$ cat config.mk
export PLATFORM = sky130hd
export DESIGN_NAME = hcc_ctrl
export DESIGN_NICKNAME = d
export VERILOG_FILES = /design/src/hdl/hcc_pkg.sv /design/src/hdl/hcc_ctrl.sv
export SDC_FILE = /design/constraint.sdc
export NUM_CORES = 1
export LEC_CHECK = 0
export ABC_AREA = 1
export BUFFER_PORTS_ARGS = -buffer_cell sky130_fd_sc_hd__buf_2
export CORE_AREA = 2 2 39 41
export DETAILED_ROUTE_END_ITERATION = 8
export DIE_AREA = 0 0 41 43
export SYNTH_ARGS = -nofsm -noshare
export SYNTH_HDL_FRONTEND = slang
export SYNTH_SLANG_ARGS = --single-unit
$ cat constraint.sdc
create_clock -name clk -period 1 [get_ports clk]
set_clock_uncertainty 0.1 [all_clocks]
set_input_delay 0.1 -clock clk [delete_from_list [all_inputs] [get_ports clk]]
set_output_delay 0.1 -clock clk [all_outputs]
set_load 0.02 [all_outputs]
$ cat src/hdl/hcc_pkg.sv
// Shared constants and controller/datapath interface types.
// No dependencies; used by every module of the histogram block.
`default_nettype none

package hcc_pkg;

	localparam int NUM_BINS = 2048;
	localparam int BIN_W    = $clog2(NUM_BINS);   // bin address
	localparam int IDX_W    = BIN_W + 1;          // walk index, reaches NUM_BINS
	localparam int LAT_W    = 16;
	localparam int CNT_W    = 32;
	localparam int SUM_W    = 64;

	// operation codes
	localparam logic OP_RECORD = 1'b0;
	localparam logic OP_QUERY  = 1'b1;

	// controller -> datapath
	typedef struct packed {
		logic capture;   // input beat accepted: load bin, end, clear walk
		logic clr_wr;    // write zero at the walk index (clearing pass)
		logic rec_rd;    // read counter of the captured bin
		logic rec_wr;    // write back counter + 1
		logic walk;      // read next bin of a query walk
		logic out_load;  // move the sum into the output register
	} hcc_cmd_t;

	// datapath -> controller
	typedef struct packed {
		logic clr_last;  // clearing pass at the last bin
		logic walk_done; // walk index reached the capped limit
		logic rd_pend;   // a walk read is still in flight
		logic out_free;  // output register can take a new beat
	} hcc_sts_t;

endpackage

`default_nettype wire

$ cat src/hdl/hcc_ctrl.sv
// Controller: clearing pass, record read-modify-write and query walk sequencing.
// Depends on hcc_pkg; drives hcc_dp through command/status structs.
`default_nettype none

module hcc_ctrl (
	input  wire logic              clk,
	input  wire logic              arst_n,
	input  wire logic              in_valid,
	output logic                   in_stall,
	input  wire logic              operation,
	output hcc_pkg::hcc_cmd_t      cmd,
	input  wire hcc_pkg::hcc_sts_t sts
);

	typedef enum logic [2:0] {
		ST_CLEAR,
		ST_IDLE,
		ST_REC_RD,
		ST_REC_WR,
		ST_QRY
	} state_t;

	state_t state_q;
	logic   accept;
	logic   qry_end;

	assign accept  = in_valid && (state_q == ST_IDLE);
	assign qry_end = sts.walk_done && !sts.rd_pend && sts.out_free;

	// state register
	always_ff @(posedge clk or negedge arst_n) begin
		if (!arst_n) begin
			state_q <= ST_CLEAR;
		end else begin
			unique case (state_q)
				ST_CLEAR: begin
					if (sts.clr_last) state_q <= ST_IDLE;
				end
				ST_IDLE: begin
					if (accept) begin
						state_q <= (operation == hcc_pkg::OP_QUERY) ? ST_QRY : ST_REC_RD;
					end
				end
				ST_REC_RD: state_q <= ST_REC_WR;
				ST_REC_WR: state_q <= ST_IDLE;
				ST_QRY: begin
					if (qry_end) state_q <= ST_IDLE;
				end
				default: state_q <= ST_IDLE;
			endcase
		end
	end

	// command decode
	always_comb begin
		cmd          = '0;
		cmd.capture  = accept;
		cmd.clr_wr   = (state_q == ST_CLEAR);
		cmd.rec_rd   = (state_q == ST_REC_RD);
		cmd.rec_wr   = (state_q == ST_REC_WR);
		cmd.walk     = (state_q == ST_QRY);
		cmd.out_load = (state_q == ST_QRY) && qry_end;
	end

	assign in_stall = (state_q != ST_IDLE);

endmodule

`default_nettype wire

==> flow_metrics.tcl, run 1 <==
set metrics [dict create \
    status "finished, violations left" \
    routedWlPerCell_um 10.41 \
    dr.first_iter.drc_count 1 \
    leakage_nw 0.2257 \
    dieArea_um2 1763 \
    worst_pin_slew_ns 0.2437 \
    reg2reg_depth 6 \
    syn-instance-count 30 \
    timing.setup.tns_ns -2.563 \
    pin_count 15 \
    clk_pin_slew_ns 0.04 \
    synthToLayoutAreaGrowth_pct 120.1 \
    cts_root_buffer "clkbuf_4" \
    worstSetupPathType "register to output port" \
    grt_pass1_vias 291 \
    drc 0 \
    worst_hold_slack_ns -0.0003220 \
    num_vias 289 \
    nets 63 \
    crit_path_top_delay_cell "dfrtp_2" \
    cp_max_fo 5 \
    path_cells "inv_4, nand3_4, nor2_4, buf_6" \
    hpwlAfterDp_um 512 \
    total_power_mw 1.406 \
    largest_reg_flops 3 \
    netlist.area_leader.share_pct 35.50 \
    drv_cap 0 \
    netlist_area_um2 211.5 \
    fin_area_um2 465.4 \
    r2r_slack_ns -0.24 \
    synth_compound_area_share_pct 0 \
    ir_drop_mv 0.7518 \
    initial_core_util_pct 15.28 \
    antenna_found_initial 0 \
    place_area_um2 359.1 \
    synth.largest_area_cell "dfrtp_1" \
    cp.arrival_ns 1.16 \
    grtUsageTotal_pct 9.394 \
    startpoint_type "register" \
    drtPass1Iterations 2 \
    async_flop_share_pct 100.0 \
    final_hold_viol_count 1 \
    num_antenna_cells 0 \
    power_density_nw_per_um2 3021 \
    fin_util_pct 33.63 \
    required_ns 0.80 \
    min_path_type "primary input to register" \
    grt_max_degree 8 \
    crit_buf_inv 2 \
    holdPathStages 3 \
    cts_tree "done" \
    synthTopCellsByCount "nand3_1, nor2_1, inv_1" \
    fmax_mhz 735.3 \
    synth_simple_gate_area_share_pct 52.07 \
    cts_num_sinks 3 \
    rsz0062_at_grt "true" \
    synth-edff-count 0 \
    netlist_top_cells_area "dfrtp_1, nand3_1, nor2_1" \
    pre_cts_slack_ns -0.1326 \
    fin_crit_sh_pct 136.0 \
    ys_ff_latch 3 \
    slew_headroom_pct 83.75 \
    setup_violations 10 \
    cts-htree-levels 1 \
    crit_path_max_incr_delay_ns 0.46 \
    drive_gt1_share_pct 66.67 \
    postRouteAntennaNets 0 \
    final.fill_count 153 \
    die_h_um 43 \
    clockBufferDepth 2 \
    synth_top_family_by_area "simple AND/OR/NAND/NOR gates" \
    synth-xor-area-share_pct 0 \
    synth.area.mux_share_pct 0 \
    fin_crit_ns 1.360 \
    synth_nets 38 \
    gp_congestion 0.6638 \
    yosysUniqueCellTypes 13 \
    top_regs "state_q (3)" \
    synth_ff_type "dfrtp_1" \
    overflow 0 \
    via_per_inst 4.129 \
    critical_path.top_delay_family "flip-flops" \
    rows 14 \
    slew_viol_final 0 \
    critical_path_depth 4 \
    chipWidth_um 41 \
    violations "hold timing, setup timing" \
    cts_buffers 3 \
    grt_pass1_wl_um 1055 \
    wirelength_um 729 \
    largest_register "state_q" \
    worst_slack_ns -0.3599 \
    synth.avg_cell_area_um2 7.048 \
    core_um2 1384 \
    yosys_warnings 0 \
    clock_latency_ns 0.23 \
    ys_seq_area_share_pct 35.50 \
    worstSetupEndpointType "output port" \
    synthAdderAreaFrac_pct 0 \
    portBuffers 14 \
]
## routing by layer
layer  up-vias  GRT usage, %  part of all wire, %
met3         2         3.141                  8.8
met5         -             0                    0
met4         0         8.667                  3.8
met2        10         16.25                   57
met1       131         7.213                   30
li1        146             -                    -
## stage by stage
step / hold slack, ns / cells
detailed placement: -0.2000 / 60
floorplan: -0.2956 / 30
global placement: -0.2004 / 60
CTS: 0.001101 / 68
global route: 0.003933 / 70
finish: -0.0003220 / 70
## layout by cell type, fill, tap and decap left out, drive strengths merged
master and n:
nor3 4, inv 5, dfrtp 3, buf 20, nand2 3, nor4 1
nor2 6, dlygate4sd3 1, nand3b 1, nand3 6, clkbuf 4
## cell families after synthesis
| logic type | count (synthesis) |
|---|---|
| DFF | 3 |
| and+or+nand+nor | 21 |
| buffers and inverters | 6 |
## final timing paths
| path | endpoint | start |
|---|---|---|
| max in group asynchronous | state_q[2]$_DFFE_PN0P_ | arst_n |
| worst max register to register | state_q[1]$_DFFE_PN0P_ | state_q[0]$_DFFE_PN0P_ |
| worst min-delay path | state_q[2]$_DFFE_PN0P_ | operation |
| worst min register to register | state_q[0]$_DFFE_PN0P_ | state_q[2]$_DFFE_PN0P_ |
| min in group asynchronous | state_q[0]$_DFFE_PN0P_ | arst_n |
| worst max-delay path | cmd[5] | state_q[1]$_DFFE_PN0P_ |
## report_power, final
group / total (mW) / internal (mW) / switching, mW
sequential: 0.329 / 0.180 / 0.149
combinational: 0.862 / 0.425 / 0.436
clock: 0.215 / 0.150 / 0.0656
total: 1.41 / 0.755 / 0.651
## final cells by class
type	count	area (µm²)	share of cell area [%]
Clock buffer	4	26.28	5.645
Inverter	5	23.77	5.108
Multi-Input combinational cell	21	158.9	34.14
Timing Repair Buffer	21	157.7	33.87
Sequential cell	3	78.83	16.94
Tap cell	16	20.02	4.301
## worst min-delay path: stages
cell and delay, ns:
buf_2 0.09, nand2_1 0.05, nand2_1 0.06
## repair_timing
| action | in CTS | in global routing |
|---|---|---|
| endpoints found under the setup margin | 10 | 10 |
| pin swaps | 2 | 2 |
| gates resized for setup | 12 | 0 |
| buffers inserted | 3 | 2 |
| hold buffers | 1 | 0 |
| hold endpoints to repair | 3 | 0 |
Note: power is estimated with default switching activity, not from simulation.
==> run 2, diff against run 1 <==
- clock period: 1 -> 1.4 ns (I/O delays scaled with it)
==> run 2 against run 1 <==
  * The run ends with setup timing left
  * Critical endpoint unchanged
  * Utilization fell by 6.8 points
  * Clock power is 31% lower
  * Register-to-register slack better by 0.49 ns
==> flow_metrics.tcl, run 2 (synthesis gave the netlist of run 1 again) <==
set metrics [dict create \
    dieArea_um2 1763 \
    m1WireLength_um 206 \
    worst_hold_slack_ns 0.04291 \
    routedWlPerCell_um 9.455 \
    die_h_um 43 \
    fin_crit_ns 1.400 \
    worst_pin_slew_ns 0.2019 \
    wl_met2_um 355 \
    reg2reg_to "state_q[2]$_DFFE_PN0P_" \
    fmax_mhz 714.2 \
    slew_headroom_pct 86.43 \
    wl_met3_um 51 \
    largest_register "state_q" \
    switching_share_pct 47.50 \
    final_common_cell "buf_2" \
    crit_buf_inv 2 \
    power_frac_clock_pct 18.8 \
    timing.setup.tns_ns -0.0002359 \
    rr_startpoint "state_q[1]$_DFFE_PN0P_" \
    violations "setup timing" \
    num_antenna_cells 0 \
    gp_congestion 0.6425 \
    path_cells "inv_4, nand3_4, nor2_2, buf_4" \
    r2r_slack_ns 0.25 \
    critPathCapture "cmd[5]" \
    internal-power_mw 0.4123 \
    rows 14 \
    leakage_nw 0.1977 \
    crit_start "state_q[1]$_DFFE_PN0P_" \
    top_regs "state_q (3)" \
    antenna_found_initial 0 \
    multi_input_area_um2 123.9 \
    mostFrequentLayoutCells "buf_2, nand3_1, nor2_1, buf_4" \
    share_comb_of_total_power_pct 57.2 \
    dr.first_iter.drc_count 2 \
    cp_max_fo 5 \
    crit_path_max_incr_delay_ns 0.44 \
    setup_violations 1 \
    num_vias 274 \
    overflow 0 \
    cts_num_sinks 3 \
    portBuffers 14 \
    drtPass1Iterations 2 \
    seqCellArea_um2 77.57 \
    cts_buffers 3 \
    pin_count 15 \
    clock_latency_ns 0.23 \
    worstSetupPathType "register to output port" \
    highest_layer "met4" \
    nets 59 \
    startpoint_type "register" \
    wirelength_um 624 \
    grt_pass1_wl_um 834 \
    final_hold_viol_count 0 \
    drv_cap 0 \
    grt_pass1_vias 239 \
    p_sw_mw 0.3730 \
    slew_viol_final 0 \
    synthToLayoutAreaGrowth_pct 75.74 \
    clockBufferDepth 2 \
    hpwlAfterDp_um 453.2 \
    worst_slack_ns -0.0002359 \
    grt_max_degree 8 \
    drc 0 \
    clk_pin_slew_ns 0.04 \
    rsz0062_at_grt "true" \
    postRouteAntennaNets 0 \
    grtUsageTotal_pct 7.646 \
    cp.arrival_ns 1.16 \
    critical_path_depth 4 \
    largest_reg_flops 3 \
    seqPwrFrac_pct 23.9 \
    min_path_type "primary input to register" \
    initial_core_util_pct 15.28 \
    cts-htree-levels 1 \
    worstSetupEndpointType "output port" \
    final.fill_count 163 \
    core_um2 1384 \
    fin_crit_sh_pct 100.0 \
    ir_drop_mv 0.4629 \
    reg2reg_depth 6 \
    cts_tree "done" \
    cts_root_buffer "clkbuf_4" \
    power_density_nw_per_um2 2113 \
    via_per_inst 4.152 \
    drive_gt1_share_pct 54.00 \
    crit_path_top_delay_cell "dfrtp_2" \
    status "finished, violations left" \
    chipWidth_um 41 \
    critical_path.top_delay_family "flip-flops" \
    required_ns 1.16 \
]
-- run 2: cell count changes in the layout (fill, tap and decap cells not counted), sizes merged --
cell | before | now
buf | 20 | 16
-- run 2: metrics by stage --
stage | cells | utilization, % | area (µm²) | worst slack [ns] | power [mW]
5_1_grt | 66 | 26.85 | 371.6 | -0.05473 | 0.8443
3_3_place_gp | 60 | 22.24 | 307.8 | 0.2609 | 0.5661
3_5_place_dp | 60 | 22.24 | 307.8 | 0.2373 | 0.5667
4_1_cts | 65 | 25.05 | 346.6 | 0.001366 | 0.7224
6_report | 66 | 26.85 | 371.6 | -0.0002359 | 0.7853
2_1_floorplan | 30 | - | 217.7 | 0.1493 | 0.4569
-- run 2: area by class of cell --
type                       instances  area share, %
tap                               16          5.387
sequential                         3          20.88
multi-input combinational         21          33.33
clock buffer                       4          7.071
timing repair buffer              17          27.61
inverter                           5          5.724
-- run 2: repair_timing --
| action | 4_1_cts | 5_1_grt |
|---|---|---|
| setup buffers | 0 | 1 |
| pin swaps | 0 | 2 |
| hold buffers | 1 | 0 |
| cloned | 0 | 0 |
| gates resized for setup | 1 | 7 |
| hold endpoints to repair | 3 | 0 |
| endpoints found under the setup margin | 1 | 4 |
-- run 2: power by group through the flow --
| stage | clock network [mW] | logic [mW] | registers (mW) |
|---|---|---|---|
| floorplan | 0 | 0.282 | 0.175 |
| global placement | 0 | 0.396 | 0.170 |
| detailed placement | 0 | 0.395 | 0.172 |
| CTS | 0.153 | 0.398 | 0.171 |
| global route | 0.157 | 0.491 | 0.196 |
| finish | 0.148 | 0.450 | 0.188 |
-- run 2: how the worst min path moves through the flow --
stage          cells past startpoint      start  slack [ns]                endpoint
3_3_place_gp                       1     arst_n       -0.16  state_q[2]$_DFFE_PN0P_
3_5_place_dp                       1     arst_n       -0.16  state_q[2]$_DFFE_PN0P_
5_1_grt                            3  operation        0.04  state_q[2]$_DFFE_PN0P_
4_1_cts                            3  operation        0.04  state_q[2]$_DFFE_PN0P_
2_1_floorplan                      0     arst_n       -0.26  state_q[0]$_DFFE_PN0P_
6_report                           3  operation        0.04  state_q[2]$_DFFE_PN0P_
-- run 2: tightest hold or removal path, delay by kind of cell --
| family | cells | cell delay, ns |
|---|---|---|
| buffers and inverters | 1 | 0.09 |
| AND/OR/NAND/NOR | 2 | 0.10 |
-- run 2: per-layer routing --
metal  up-vias  track usage [%]
met4         0            8.000
met3         2            3.141
met2         8            11.56
met1       128            6.796
li1        136                -
met5         -                0
==> run 3, diff against run 2 <==
- PLACE_DENSITY: default -> 0.43
- SETUP_SLACK_MARGIN: default -> 0.3
==> run 3 against run 2 <==
  * The run now ends clean
  * Utilization increased by 3.8 points
  * Via count decreased by 1.5%
  * Die area unchanged
  * Combinational power increased by 27%
  * Flip-flop and latch count unchanged
  * Sequential power increased by 11%
  * Clock power increased by 5%
  * Count of clock-buffer cells in the layout unchanged
  * Design area increased by 14%
  * Critical path depth decreased by 1
  * Largest power group unchanged
  * Highest routed layer is now met3
==> flow_metrics.tcl, run 3 (synthesis gave the netlist of run 1 again) <==
set metrics [dict create \
    chipWidth_um 41 \
    ir_drop_mv 0.6218 \
    status "complete, no violations" \
    clock_latency_ns 0.24 \
    fin_area_um2 424.2 \
    largest_reg_flops 3 \
    power_density_nw_per_um2 2206 \
    cts_root_buffer "clkbuf_4" \
    postRouteAntennaNets 0 \
    rsz0062_at_grt "true" \
    nets 61 \
    path_cells "inv_4, nor4_2, buf_4" \
    dieArea_um2 1763 \
    fin_crit_sh_pct 97.48 \
    antenna_found_initial 0 \
    crit_path_max_incr_delay_ns 0.42 \
    portBuffers 14 \
    worstSetupPathType "register to output port" \
    fin_crit_ns 1.365 \
    startpoint_type "register" \
    drv_cap 0 \
    worstSetupEndpointType "output port" \
    mostFrequentLayoutCells "buf_2, buf_4, nand3_1" \
    top_regs "state_q (3)" \
    grt_pass1_wl_um 848 \
    clockBufferDepth 2 \
    num_vias 270 \
    total_power_mw 0.9355 \
    pin_count 15 \
    core_um2 1384 \
    drc 0 \
    die_h_um 43 \
    cts_num_sinks 3 \
    setup_violations 0 \
    slew_headroom_pct 87.47 \
    largest_register "state_q" \
    initial_core_util_pct 15.28 \
    place_area_um2 300.3 \
    cts-htree-levels 1 \
    cp_max_fo 5 \
    final_hold_viol_count 0 \
    slew_viol_final 0 \
    crit_buf_inv 2 \
    cts_buffers 3 \
    num_antenna_cells 0 \
    via_per_inst 3.971 \
    min_path_type "primary input to register" \
    routedWlPerCell_um 8.632 \
    drive_gt1_share_pct 61.54 \
    leakage_nw 0.2131 \
    gp_congestion 0.6863 \
    required_ns 1.16 \
    overflow 0 \
    wirelength_um 587 \
    fmax_mhz 732.7 \
    synthToLayoutAreaGrowth_pct 100.6 \
    dr.first_iter.drc_count 5 \
    cts_tree "done" \
    grtUsageTotal_pct 7.538 \
    cp.arrival_ns 1.12 \
    hpwlAfterDp_um 431.2 \
    rows 14 \
    grt_pass1_vias 237 \
    drtPass1Iterations 4 \
    critical_path.top_delay_family "flip-flops" \
    timing.setup.tns_ns 0 \
    grt_max_degree 8 \
    final_common_cell "buf_2" \
    worst_pin_slew_ns 0.1865 \
    clk_pin_slew_ns 0.04 \
    crit_path_top_delay_cell "dfrtp_2" \
]
## run 3: path summary, 6_finish.rpt
| check | cells after the start | slack [ns] | endpoint | start |
|---|---|---|---|---|
| hold / removal | 3 | 0.04 | state_q[2]$_DFFE_PN0P_ | operation |
| max in group asynchronous | 2 | 0.95 | state_q[1]$_DFFE_PN0P_ | arst_n |
| setup reg to reg | 6 | 0.26 | state_q[1]$_DFFE_PN0P_ | state_q[2]$_DFFE_PN0P_ |
| setup / recovery | 3 | 0.04 | cmd[0] | state_q[2]$_DFFE_PN0P_ |
| min in group asynchronous | 2 | 0.13 | state_q[0]$_DFFE_PN0P_ | arst_n |
| hold reg to reg | 3 | 0.56 | state_q[0]$_DFFE_PN0P_ | state_q[2]$_DFFE_PN0P_ |
## run 3: what timing repair did
| action | in CTS | in global routing |
|---|---|---|
| setup endpoints to repair | 10 | 10 |
| pin swaps | 3 | 2 |
| gates resized for setup | 13 | 6 |
| setup buffers | 3 | 1 |
| endpoints found under the hold margin | 3 | 0 |
| hold buffers | 1 | 0 |
## run 3: layout make-up
class | count | area (µm²)
fillers | 164 | 959.7
multi-input cells | 21 | 141.4
repair buffers | 19 | 133.9
flip-flops and latches | 3 | 78.83
clock buffers | 4 | 26.28
inverters | 5 | 23.77
well taps | 16 | 20.02
## run 3: report_power, final
part | internal (mW) | total (mW) | switching [mW]
clock network | 0.107 | 0.156 | 0.0485
logic | 0.276 | 0.572 | 0.296
registers | 0.129 | 0.208 | 0.0791
total | 0.512 | 0.935 | 0.423
## run 3: metal layers
layer / vias up / routed length [µm] / track usage, %
met3: 0 / 48 / 0
met1: 114 / 259 / 9.355
met2: 12 / 278 / 9.688
met4: 0 / 0 / 10.00
li1: 144 / - / -
met5: - / 0 / 0
## run 3: tightest hold or removal path, stage by stage
cell	delay [ns]
buf_2	0.11
nand2_1	0.05
nand2_1	0.04
## run 3: through the flow
step	hold slack, ns	utilization [%]	setup WS (ns)	std cells
4_1_cts	0.009463	28.57	0.004232	67
6_report	0.04356	30.65	0.03523	68
3_5_place_dp	-0.1592	21.70	0.1443	59
5_1_grt	0.04845	30.65	-0.01346	68
3_3_place_gp	-0.1599	21.70	0.1317	59
2_1_floorplan	-0.2556	-	0.1493	30
